==> src/sv/pps_pkg.sv <==
// Shared types, constants and controller/datapath command encoding for the
// pure pursuit steering block. No dependencies.
`timescale 1ns / 1ps

package pps_pkg;

	// Waypoint table geometry
	localparam int MAX_WAYPOINTS = 1024;
	localparam int WP_AW         = $clog2(MAX_WAYPOINTS);
	localparam int WP_CW         = $clog2(MAX_WAYPOINTS + 1);
	localparam int IDX_W         = 10;

	// Operation codes of an input beat
	localparam logic OP_LOAD = 1'b0;
	localparam logic OP_TICK = 1'b1;

	// Configuration register indexes
	localparam logic [1:0] CFG_LOOKAHEAD = 2'd0;
	localparam logic [1:0] CFG_SPEED     = 2'd1;
	localparam logic [1:0] CFG_LIMIT     = 2'd2;
	localparam logic [1:0] CFG_GAIN      = 2'd3;

	// Configuration reset values
	localparam logic [30:0] LOOKAHEAD_RST = 31'd98304;
	localparam logic [15:0] SPEED_RST     = 16'd256;
	localparam logic [14:0] LIMIT_RST     = 15'd4096;
	localparam logic [15:0] GAIN_RST      = 16'd16384;

	typedef struct packed {
		logic               operation;
		logic signed [31:0] point_x;
		logic signed [31:0] point_y;
		logic signed [31:0] shift_x;
		logic signed [31:0] shift_y;
		logic signed [15:0] yaw_cos;
		logic signed [15:0] yaw_sin;
	} in_item_t;

	typedef struct packed {
		logic signed [15:0] steer_angle;
		logic [15:0]        drive_speed;
		logic               pair_found;
		logic [IDX_W-1:0]   target_index;
	} out_item_t;

	typedef enum logic [4:0] {
		ST_IDLE,
		ST_RD,
		ST_MUL,
		ST_SUM,
		ST_SQ,
		ST_TEST,
		ST_SINIT,
		ST_SMUL,
		ST_SADD,
		ST_SSQ,
		ST_SCMP,
		ST_GMUL,
		ST_D1CHK,
		ST_D1STEP,
		ST_MAG,
		ST_D2INIT,
		ST_D2STEP,
		ST_DONE
	} st_t;

	typedef enum logic [4:0] {
		DP_NOP,
		DP_WRITE,
		DP_POSE,
		DP_READ,
		DP_XMUL,
		DP_XSUM,
		DP_SQ,
		DP_SHIFT,
		DP_SINIT,
		DP_SMUL,
		DP_SADD,
		DP_SSQ,
		DP_SCMP,
		DP_GMUL,
		DP_D1CHK,
		DP_D1STEP,
		DP_MAG,
		DP_D2INIT,
		DP_D2STEP,
		DP_RESULT
	} dp_op_t;

	typedef struct packed {
		dp_op_t           op;
		logic [WP_AW-1:0] addr;
		logic [4:0]       bit_sel;
		logic             res_found;
		logic [IDX_W-1:0] res_idx;
		logic             res_empty;
	} dp_cmd_t;

	typedef struct packed {
		logic hit;
		logic d1_direct;
	} dp_sts_t;

endpackage

==> src/sv/pps_ctrl.sv <==
// Controller of the pure pursuit steering block: handshakes, waypoint count,
// pair walk, search and divider sequencing. Depends on pps_pkg.
`timescale 1ns / 1ps

module pps_ctrl import pps_pkg::*; (
	input  logic     clk,
	input  logic     arst_n,
	input  logic     in_valid,
	output logic     in_ready,
	input  logic     in_op,
	output logic     out_valid,
	input  logic     out_ready,
	output dp_cmd_t  cmd,
	input  dp_sts_t  sts
);

	st_t               state_q, state_nx;
	logic [WP_CW-1:0]  cnt_q, k_q;
	logic [WP_AW-1:0]  i_q, last_idx_q, nxt_i, start_i;
	logic              last_vld_q, first_q, found_q, empty_q, out_valid_q;
	logic [4:0]        bit_q;
	logic              in_acc, out_free, pairs_done;
	logic [IDX_W+WP_AW-1:0] idx_ext;

	always_comb begin
		in_acc     = in_valid && (state_q == ST_IDLE);
		out_free   = !out_valid_q || out_ready;
		nxt_i      = ((WP_CW'(i_q) + 1'b1) >= cnt_q) ? '0 : i_q + 1'b1;
		start_i    = (last_vld_q && (WP_CW'(last_idx_q) < cnt_q)) ? last_idx_q : '0;
		pairs_done = (k_q + 1'b1) == cnt_q;
		idx_ext    = {{IDX_W{1'b0}}, i_q};
	end

	// Next state
	always_comb begin
		state_nx = state_q;
		case (state_q)
			ST_IDLE: begin
				if (in_acc && (in_op == OP_TICK)) begin
					state_nx = (cnt_q == '0) ? ST_DONE : ST_RD;
				end
			end
			ST_RD:     state_nx = ST_MUL;
			ST_MUL:    state_nx = ST_SUM;
			ST_SUM:    state_nx = ST_SQ;
			ST_SQ:     state_nx = ST_TEST;
			ST_TEST: begin
				if (first_q) begin
					state_nx = ST_RD;
				end else if (sts.hit || pairs_done) begin
					state_nx = ST_SINIT;
				end else begin
					state_nx = ST_RD;
				end
			end
			ST_SINIT:  state_nx = ST_SMUL;
			ST_SMUL:   state_nx = ST_SADD;
			ST_SADD:   state_nx = ST_SSQ;
			ST_SSQ:    state_nx = ST_SCMP;
			ST_SCMP:   state_nx = (bit_q == '0) ? ST_GMUL : ST_SMUL;
			ST_GMUL:   state_nx = ST_D1CHK;
			ST_D1CHK:  state_nx = sts.d1_direct ? ST_D2INIT : ST_D1STEP;
			ST_D1STEP: state_nx = (bit_q == '0) ? ST_MAG : ST_D1STEP;
			ST_MAG:    state_nx = ST_D2INIT;
			ST_D2INIT: state_nx = ST_D2STEP;
			ST_D2STEP: state_nx = (bit_q == '0) ? ST_DONE : ST_D2STEP;
			ST_DONE:   state_nx = out_free ? ST_IDLE : ST_DONE;
			default:   state_nx = ST_IDLE;
		endcase
	end

	// Outputs and datapath commands
	always_comb begin
		in_ready      = (state_q == ST_IDLE);
		out_valid     = out_valid_q;
		cmd           = '0;
		cmd.op        = DP_NOP;
		cmd.bit_sel   = bit_q;
		cmd.addr      = first_q ? i_q : nxt_i;
		cmd.res_found = found_q;
		cmd.res_idx   = idx_ext[IDX_W-1:0];
		cmd.res_empty = empty_q;
		case (state_q)
			ST_IDLE: begin
				if (in_acc && (in_op == OP_LOAD) && (cnt_q < WP_CW'(MAX_WAYPOINTS))) begin
					cmd.op   = DP_WRITE;
					cmd.addr = cnt_q[WP_AW-1:0];
				end else if (in_acc && (in_op == OP_TICK) && (cnt_q != '0)) begin
					cmd.op = DP_POSE;
				end
			end
			ST_RD:     cmd.op = DP_READ;
			ST_MUL:    cmd.op = DP_XMUL;
			ST_SUM:    cmd.op = DP_XSUM;
			ST_SQ:     cmd.op = DP_SQ;
			ST_TEST: begin
				if (first_q || !(sts.hit || pairs_done)) begin
					cmd.op = DP_SHIFT;
				end
			end
			ST_SINIT:  cmd.op = DP_SINIT;
			ST_SMUL:   cmd.op = DP_SMUL;
			ST_SADD:   cmd.op = DP_SADD;
			ST_SSQ:    cmd.op = DP_SSQ;
			ST_SCMP:   cmd.op = DP_SCMP;
			ST_GMUL:   cmd.op = DP_GMUL;
			ST_D1CHK:  cmd.op = DP_D1CHK;
			ST_D1STEP: cmd.op = DP_D1STEP;
			ST_MAG:    cmd.op = DP_MAG;
			ST_D2INIT: cmd.op = DP_D2INIT;
			ST_D2STEP: cmd.op = DP_D2STEP;
			ST_DONE: begin
				if (out_free) begin
					cmd.op = DP_RESULT;
				end
			end
			default: ;
		endcase
	end

	// Control registers
	always_ff @(posedge clk or negedge arst_n) begin
		if (!arst_n) begin
			state_q     <= ST_IDLE;
			cnt_q       <= '0;
			k_q         <= '0;
			i_q         <= '0;
			last_idx_q  <= '0;
			last_vld_q  <= 1'b0;
			first_q     <= 1'b0;
			found_q     <= 1'b0;
			empty_q     <= 1'b0;
			bit_q       <= '0;
			out_valid_q <= 1'b0;
		end else begin
			state_q <= state_nx;
			// hold result until taken, load a new one when free
			if (cmd.op == DP_RESULT) begin
				out_valid_q <= 1'b1;
			end else if (out_ready) begin
				out_valid_q <= 1'b0;
			end
			case (state_q)
				ST_IDLE: begin
					if (cmd.op == DP_WRITE) begin
						cnt_q <= cnt_q + 1'b1;
					end
					if (in_acc && (in_op == OP_TICK)) begin
						empty_q <= (cnt_q == '0);
						found_q <= 1'b0;
						first_q <= 1'b1;
						k_q     <= '0;
						i_q     <= start_i;
					end
				end
				ST_TEST: begin
					if (first_q) begin
						first_q <= 1'b0;
					end else if (sts.hit) begin
						found_q    <= 1'b1;
						last_idx_q <= i_q;
						last_vld_q <= 1'b1;
					end else if (!pairs_done) begin
						i_q <= nxt_i;
						k_q <= k_q + 1'b1;
					end
					bit_q <= 5'd30;
				end
				ST_SCMP, ST_D1STEP, ST_D2STEP: begin
					if (bit_q != '0) begin
						bit_q <= bit_q - 1'b1;
					end
				end
				ST_D1CHK:  bit_q <= 5'd14;
				ST_D2INIT: bit_q <= 5'd16;
				default: ;
			endcase
		end
	end

	// Checks on the controller
	a_cnt_bound: assert property (@(posedge clk) disable iff (!arst_n)
		cnt_q <= WP_CW'(MAX_WAYPOINTS))
		else $error("waypoint count beyond table size");

	a_last_in_table: assert property (@(posedge clk) disable iff (!arst_n)
		last_vld_q |-> (WP_CW'(last_idx_q) < cnt_q))
		else $error("remembered pair index outside the table");

	a_walk_index: assert property (@(posedge clk) disable iff (!arst_n)
		(state_q == ST_TEST) |-> ((WP_CW'(i_q) < cnt_q) && (k_q < cnt_q)))
		else $error("walk index or pair counter out of range");

	a_no_overwrite: assert property (@(posedge clk) disable iff (!arst_n)
		(out_valid_q && !out_ready) |-> (cmd.op != DP_RESULT))
		else $error("pending result overwritten");

	a_result_shown: assert property (@(posedge clk) disable iff (!arst_n)
		(cmd.op == DP_RESULT) |=> out_valid_q)
		else $error("loaded result not presented");

endmodule
==> config.mk <==
export PLATFORM = sky130hd
export DESIGN_NAME = pps_ctrl
export DESIGN_NICKNAME = d
export VERILOG_FILES = /design/src/sv/pps_pkg.sv /design/src/sv/pps_ctrl.sv
export SDC_FILE = /design/constraint.sdc
export NUM_CORES = 1
export LEC_CHECK = 0
export ABC_AREA = 1
export BUFFER_PORTS_ARGS = -buffer_cell sky130_fd_sc_hd__buf_2
export CELL_PAD_IN_SITES_DETAIL_PLACEMENT = 1
export CELL_PAD_IN_SITES_GLOBAL_PLACEMENT = 2
export CORE_MARGIN = 1.5
export CORE_UTILIZATION = 37
export CTS_CLUSTER_DIAMETER = 120
export DETAILED_ROUTE_END_ITERATION = 10
export PLACE_DENSITY = 0.94
export RECOVER_POWER = 25
export SLEW_MARGIN = 20
export SYNTH_ARGS = -nofsm -noshare
export SYNTH_HDL_FRONTEND = slang
export SYNTH_SLANG_ARGS = --single-unit
==> constraint.sdc <==
create_clock -name clk -period 6.5 [get_ports clk]
set_clock_uncertainty 0.15 [all_clocks]
set_input_delay 0 -clock clk [delete_from_list [all_inputs] [get_ports clk]]
set_output_delay 0 -clock clk [all_outputs]
set_load 0.02 [all_outputs]
==> results <==
- The flow ran to the end, but the final reports show violations.
- The checks that failed: max-capacitance violations, max-slew violations.
- The largest fanout on the critical path is 11.
- The count of instances resized after the clock tree is built is 0.
- Setup repair after global routing left no endpoint under its margin.
- The core outline area is between 10,000 and 15,000 um^2.
- The number of antenna violations at the first check in global routing is 0.
- The count of input and output buffers is 40.
- Dividing the detail-routed wire length by the instance count gives approximately 18 um.
- TritonCTS created 9 clock buffers.
- The worst register-to-register path has a setup slack of between 2000 and 3000 ps.
- The diode insertion count for antenna repair is 0.
- The peak ir drop on the vdd network is 112 uV.
- Synthesis instantiated between 40 and 50 different standard cells from the library.
- The TritonCTS clock tree is done.
- The post-detailed-route via-to-cell ratio is ~5.6.
- The die covers about 13,000 um^2.
- The clock-pin slew reported for the worst setup and hold paths after clock tree synthesis is roughly 50 ps.
- The largest total area in the synthesized netlist belongs to sky130_fd_sc_hd__dfrtp_1.
- The total leakage power is ~2.6 nW.
- The number of H-tree levels is 3.
- Setup violations remaining at the end of the flow were counted as 0.
- In this design, the stage delay of the slowest critical-path cell is between 600 and 700 ps.
- The post-layout instance count excluding filler cells is approximately 810.
- The number of cells traversed by the worst register-to-register path is 16.
- The number of synthesized flops with an enable pin is 0.
- For this run the aggregate overflow at the end of global routing stands at 0.
- The critical path endpoint category is an output port.
- The async set-reset flop share out of synthesis is 100%.
- The total number of vias is around 4,500.
- The average instance in the mapped netlist occupies roughly 7 um^2.
- The sequential share of the synthesized area is about a third.
- After synthesis the cells add up to 4390 um^2.
- The yosys synthesis warning count is 0.
- The overall routing resource usage is 24.8%.
- The number of global-route vias before repair came to 4,691.
- Relative to the synthesized area, the layout overhead comes to 14.8%.
- In this run the critical register-to-register path is captured at i_q[1]$_DFFE_PN0P_.
- In the final layout, flip-flops and latches occupy between 1000 and 1500 um^2.
- The wire-length estimate of the detail-placed layout is 10,900 um.
- The master of the slowest instance on the critical path is sky130_fd_sc_hd__a21oi_1.
- The clock latency of the later-clocked register in the worst-skew pair is about 330 ps.
- The maximum clock frequency is 224 MHz.
- Entering global routing, the biggest net connects between 50 and 60 pins.
- The root buffer cell chosen for the clock tree is sky130_fd_sc_hd__clkbuf_16.
- After the last flow step, the layout net total stands at ~700.
- Before antenna repair, the detailed router went through 4 iterations.
- The tree built by TritonCTS fans out to 57 sinks.
- The number of nets handed over by synthesis was 660.
- During I/O placement, the number of pins put on the boundary was 41.
- The total of flip-flops plus latches after synthesis is 57.
- The number of buffers on the longest clock path is 2.
- For this design the ratio of total power to cell area is 299 nW/um^2.
- The cell count after synthesis is 627.
- The worst hold path belongs to the class in2reg.
- On the critical path the largest part of the delay comes from simple AND/OR/NAND/NOR gates.
- Across the run, the number of max-cap violations was 1.
- Hold timing on the final database bottoms out at a slack of 176 ps.
- The kind of critical path is reg2out.
- The number of design-rule violations left by the first detailed-router iteration is around 220.
- Counting buffers and inverters, the worst setup path is 16 cells deep.
- The multi-input combinational cells in the finished layout cover a total of 2580 um^2.
- For this run, design rule violations remaining after detail routing come to 0.
- Traced cell by cell, the critical path runs through ha_1, nand3_1, nor2_1, nand4_1, or2_2, nand2_1, inv_1, ha_1, a21oi_1, o21ai_0, a21o_1, a21oi_1, and2_1, nand3_1, a22oi_1, buf_2.
- The floorplan step set the die width to 112 um.
- The global-route wire length before repair is between 20,000 and 25,000 um.
- The post-route netlist has 10.7% of its cells at a drive strength greater than 1.
- The number of hold-slack violations in the final timing report is 0.
- The slew at the pin with the worst max-slew slack is approximately 3200 ps.
- The most critical setup path has its endpoint at cmd[18].
- Dividing the final minimum period by the clock period gives approximately 69%.
- Ranked by total cell area, the synthesized netlist is headed by sky130_fd_sc_hd__dfrtp_1, sky130_fd_sc_hd__nand2_1, sky130_fd_sc_hd__nand3_1.
- The floorplan has 39 rows.
- The design draws roughly 0.0015 W.
- At the end of the flow the core is filled with cells to between 40 and 50%.
- Measured against its own limit, the worst slew margin works out to -113%.
- Once detail routing completed, the nets flagged for antenna violations numbered 0.
- The setup total negative slack is 0 ps.
- After detailed placement, the design holds a cell count of about 800.
- In this run the post-CTS setup repair buffer count came out at 0.
- Data arrives at the worst endpoint at between 4000 and 5000 ps.
- Fill cells in the final layout number 1,470.
- In this run the critical register-to-register path is launched from i_q[0]$_DFFE_PN0P_.
- The last weighted congestion value of the routability-driven placer is 0.861.
- STA puts the critical path data required time at 6350 ps.
- The startpoint of the worst setup timing path is i_q[0]$_DFFE_PN0P_.
- The number of buffers and inverters on the critical path is 2.
- The top cell type's share of synthesized area is between 30% and 40%.
- For this block, the routed nets add up to 15,000 um of wire.
- The minimum clock period is between 4000 and 5000 ps.
- The most used flip-flop cell after synthesis is sky130_fd_sc_hd__dfrtp_1.
- The number of pins with negative max-slew slack in the final report was 58.
- The die height is 112 um.
- STA classifies the critical path startpoint as a flop.
- For this configuration, the core starts out at a cell density of 38.1%.
## cell families after synthesis
family	synth area share, %
and+or+nand+nor	37.4
buffers and inverters	8.78
AOI/OAI and AO/OA	10.3
DFF	32.5
adders and majority gates	7.41
xor gates and xnor gates	3.59
## stage by stage
stage,setup slack [ps],area [um^2]
floorplan,3280,4390
global placement,2630,4670
detailed placement,2420,4670
CTS,2040,5040
global route,1640,5040
finish,2030,5040
## what timing repair did
item	in CTS	in global routing
endpoints found under the hold margin	65	0
hold buffers	6	0
setup endpoints to repair	0	0
## worst min-delay path by stage
stage	cells after the start	from	to	slack, ps
after CTS	8	sts[1]	state_q[0]$_DFFE_PN0P_	190
final	8	sts[1]	state_q[0]$_DFFE_PN0P_	180
after floorplan	0	arst_n	bit_q[0]$_DFFE_PN0P_	-450
after global routing	8	sts[1]	state_q[0]$_DFFE_PN0P_	260
after detailed placement	2	arst_n	k_q[1]$_DFFE_PN0P_	60
after global placement	2	arst_n	k_q[2]$_DFFE_PN0P_	50
## flip-flops by register name, indices dropped and copies added (netlist names), 5 cells and up
signal / cells
i_q: 10
bit_q: 5
state_q: 5
last_idx_q: 10
cnt_q: 11
k_q: 11
## placed cells by master (no fill, tap or decap), types with 3 or more instances in the layout
cell / n
sky130_fd_sc_hd__xor2_1: 18
sky130_fd_sc_hd__clkbuf_1: 13
sky130_fd_sc_hd__o21ai_0: 23
sky130_fd_sc_hd__dfrtp_1: 57
sky130_fd_sc_hd__nor2_1: 54
sky130_fd_sc_hd__inv_1: 68
sky130_fd_sc_hd__dlygate4sd3_1: 6
sky130_fd_sc_hd__nor4_1: 4
sky130_fd_sc_hd__nor3_1: 8
sky130_fd_sc_hd__nor2_2: 5
sky130_fd_sc_hd__a21oi_1: 28
sky130_fd_sc_hd__nand4_1: 27
sky130_fd_sc_hd__a22oi_1: 10
sky130_fd_sc_hd__ha_1: 26
sky130_fd_sc_hd__clkbuf_16: 9
sky130_fd_sc_hd__buf_2: 32
sky130_fd_sc_hd__nor2_4: 3
sky130_fd_sc_hd__nand2_1: 162
sky130_fd_sc_hd__o211ai_1: 3
sky130_fd_sc_hd__inv_2: 7
sky130_fd_sc_hd__nand3_1: 75
## power by group
group | switching [W] | internal [W]
clock | 0.000168 | 0.000335
sequential | 0.0000601 | 0.000398
combinational | 0.000401 | 0.000144
total | 0.000629 | 0.000877
## Yosys cell counts, types with 5 or more instances
master / number
sky130_fd_sc_hd__buf_2: 5
sky130_fd_sc_hd__ha_1: 26
sky130_fd_sc_hd__nand2_1: 162
sky130_fd_sc_hd__nor2_1: 54
sky130_fd_sc_hd__nand3_1: 75
sky130_fd_sc_hd__xor2_1: 18
sky130_fd_sc_hd__inv_2: 7
sky130_fd_sc_hd__nor2_2: 5
sky130_fd_sc_hd__o21ai_0: 23
sky130_fd_sc_hd__clkbuf_1: 9
sky130_fd_sc_hd__nand4_1: 27
sky130_fd_sc_hd__inv_1: 68
sky130_fd_sc_hd__a22oi_1: 10
sky130_fd_sc_hd__a21oi_1: 28
sky130_fd_sc_hd__nor3_1: 8
sky130_fd_sc_hd__dfrtp_1: 57
## layout make-up
type,count,area share [%]
clock buffers,13,4.77
multi-input cells,475,51.1
repair buffers,48,5.34
inverters,75,5.59
flip-flops and latches,57,28.3
clock inverters,3,1.29
well taps,143,3.55
## layer usage
| metal | vias up | part of all wire, % | global-route usage (%) |
|---|---|---|---|
| li1 | 2168 | - | - |
| met3 | 17 | 3.2 | 3.54 |
| met4 | 0 | 1.3 | 7.26 |
| met5 | - | 0 | 0 |
| met2 | 83 | 48 | 41.7 |
| met1 | 2258 | 47 | 33.3 |
## worst reg2reg max path, cell delays in order (launching register included)
cell                      delay, ps
sky130_fd_sc_hd__dfrtp_1        450
sky130_fd_sc_hd__ha_1           230
sky130_fd_sc_hd__nand3_1        150
sky130_fd_sc_hd__nor2_1         190
sky130_fd_sc_hd__nand4_1        120
sky130_fd_sc_hd__or2_2          310
sky130_fd_sc_hd__nand2_1         70
sky130_fd_sc_hd__inv_1           60
sky130_fd_sc_hd__ha_1           320
sky130_fd_sc_hd__a21oi_1        170
sky130_fd_sc_hd__o21ai_0        100
sky130_fd_sc_hd__a21o_1         160
sky130_fd_sc_hd__a21oi_1        620
sky130_fd_sc_hd__nand4_1        260
sky130_fd_sc_hd__nand2_1        130
sky130_fd_sc_hd__nand3_1         80
sky130_fd_sc_hd__nand2_1         90
Power figures use the tool's default switching activity.
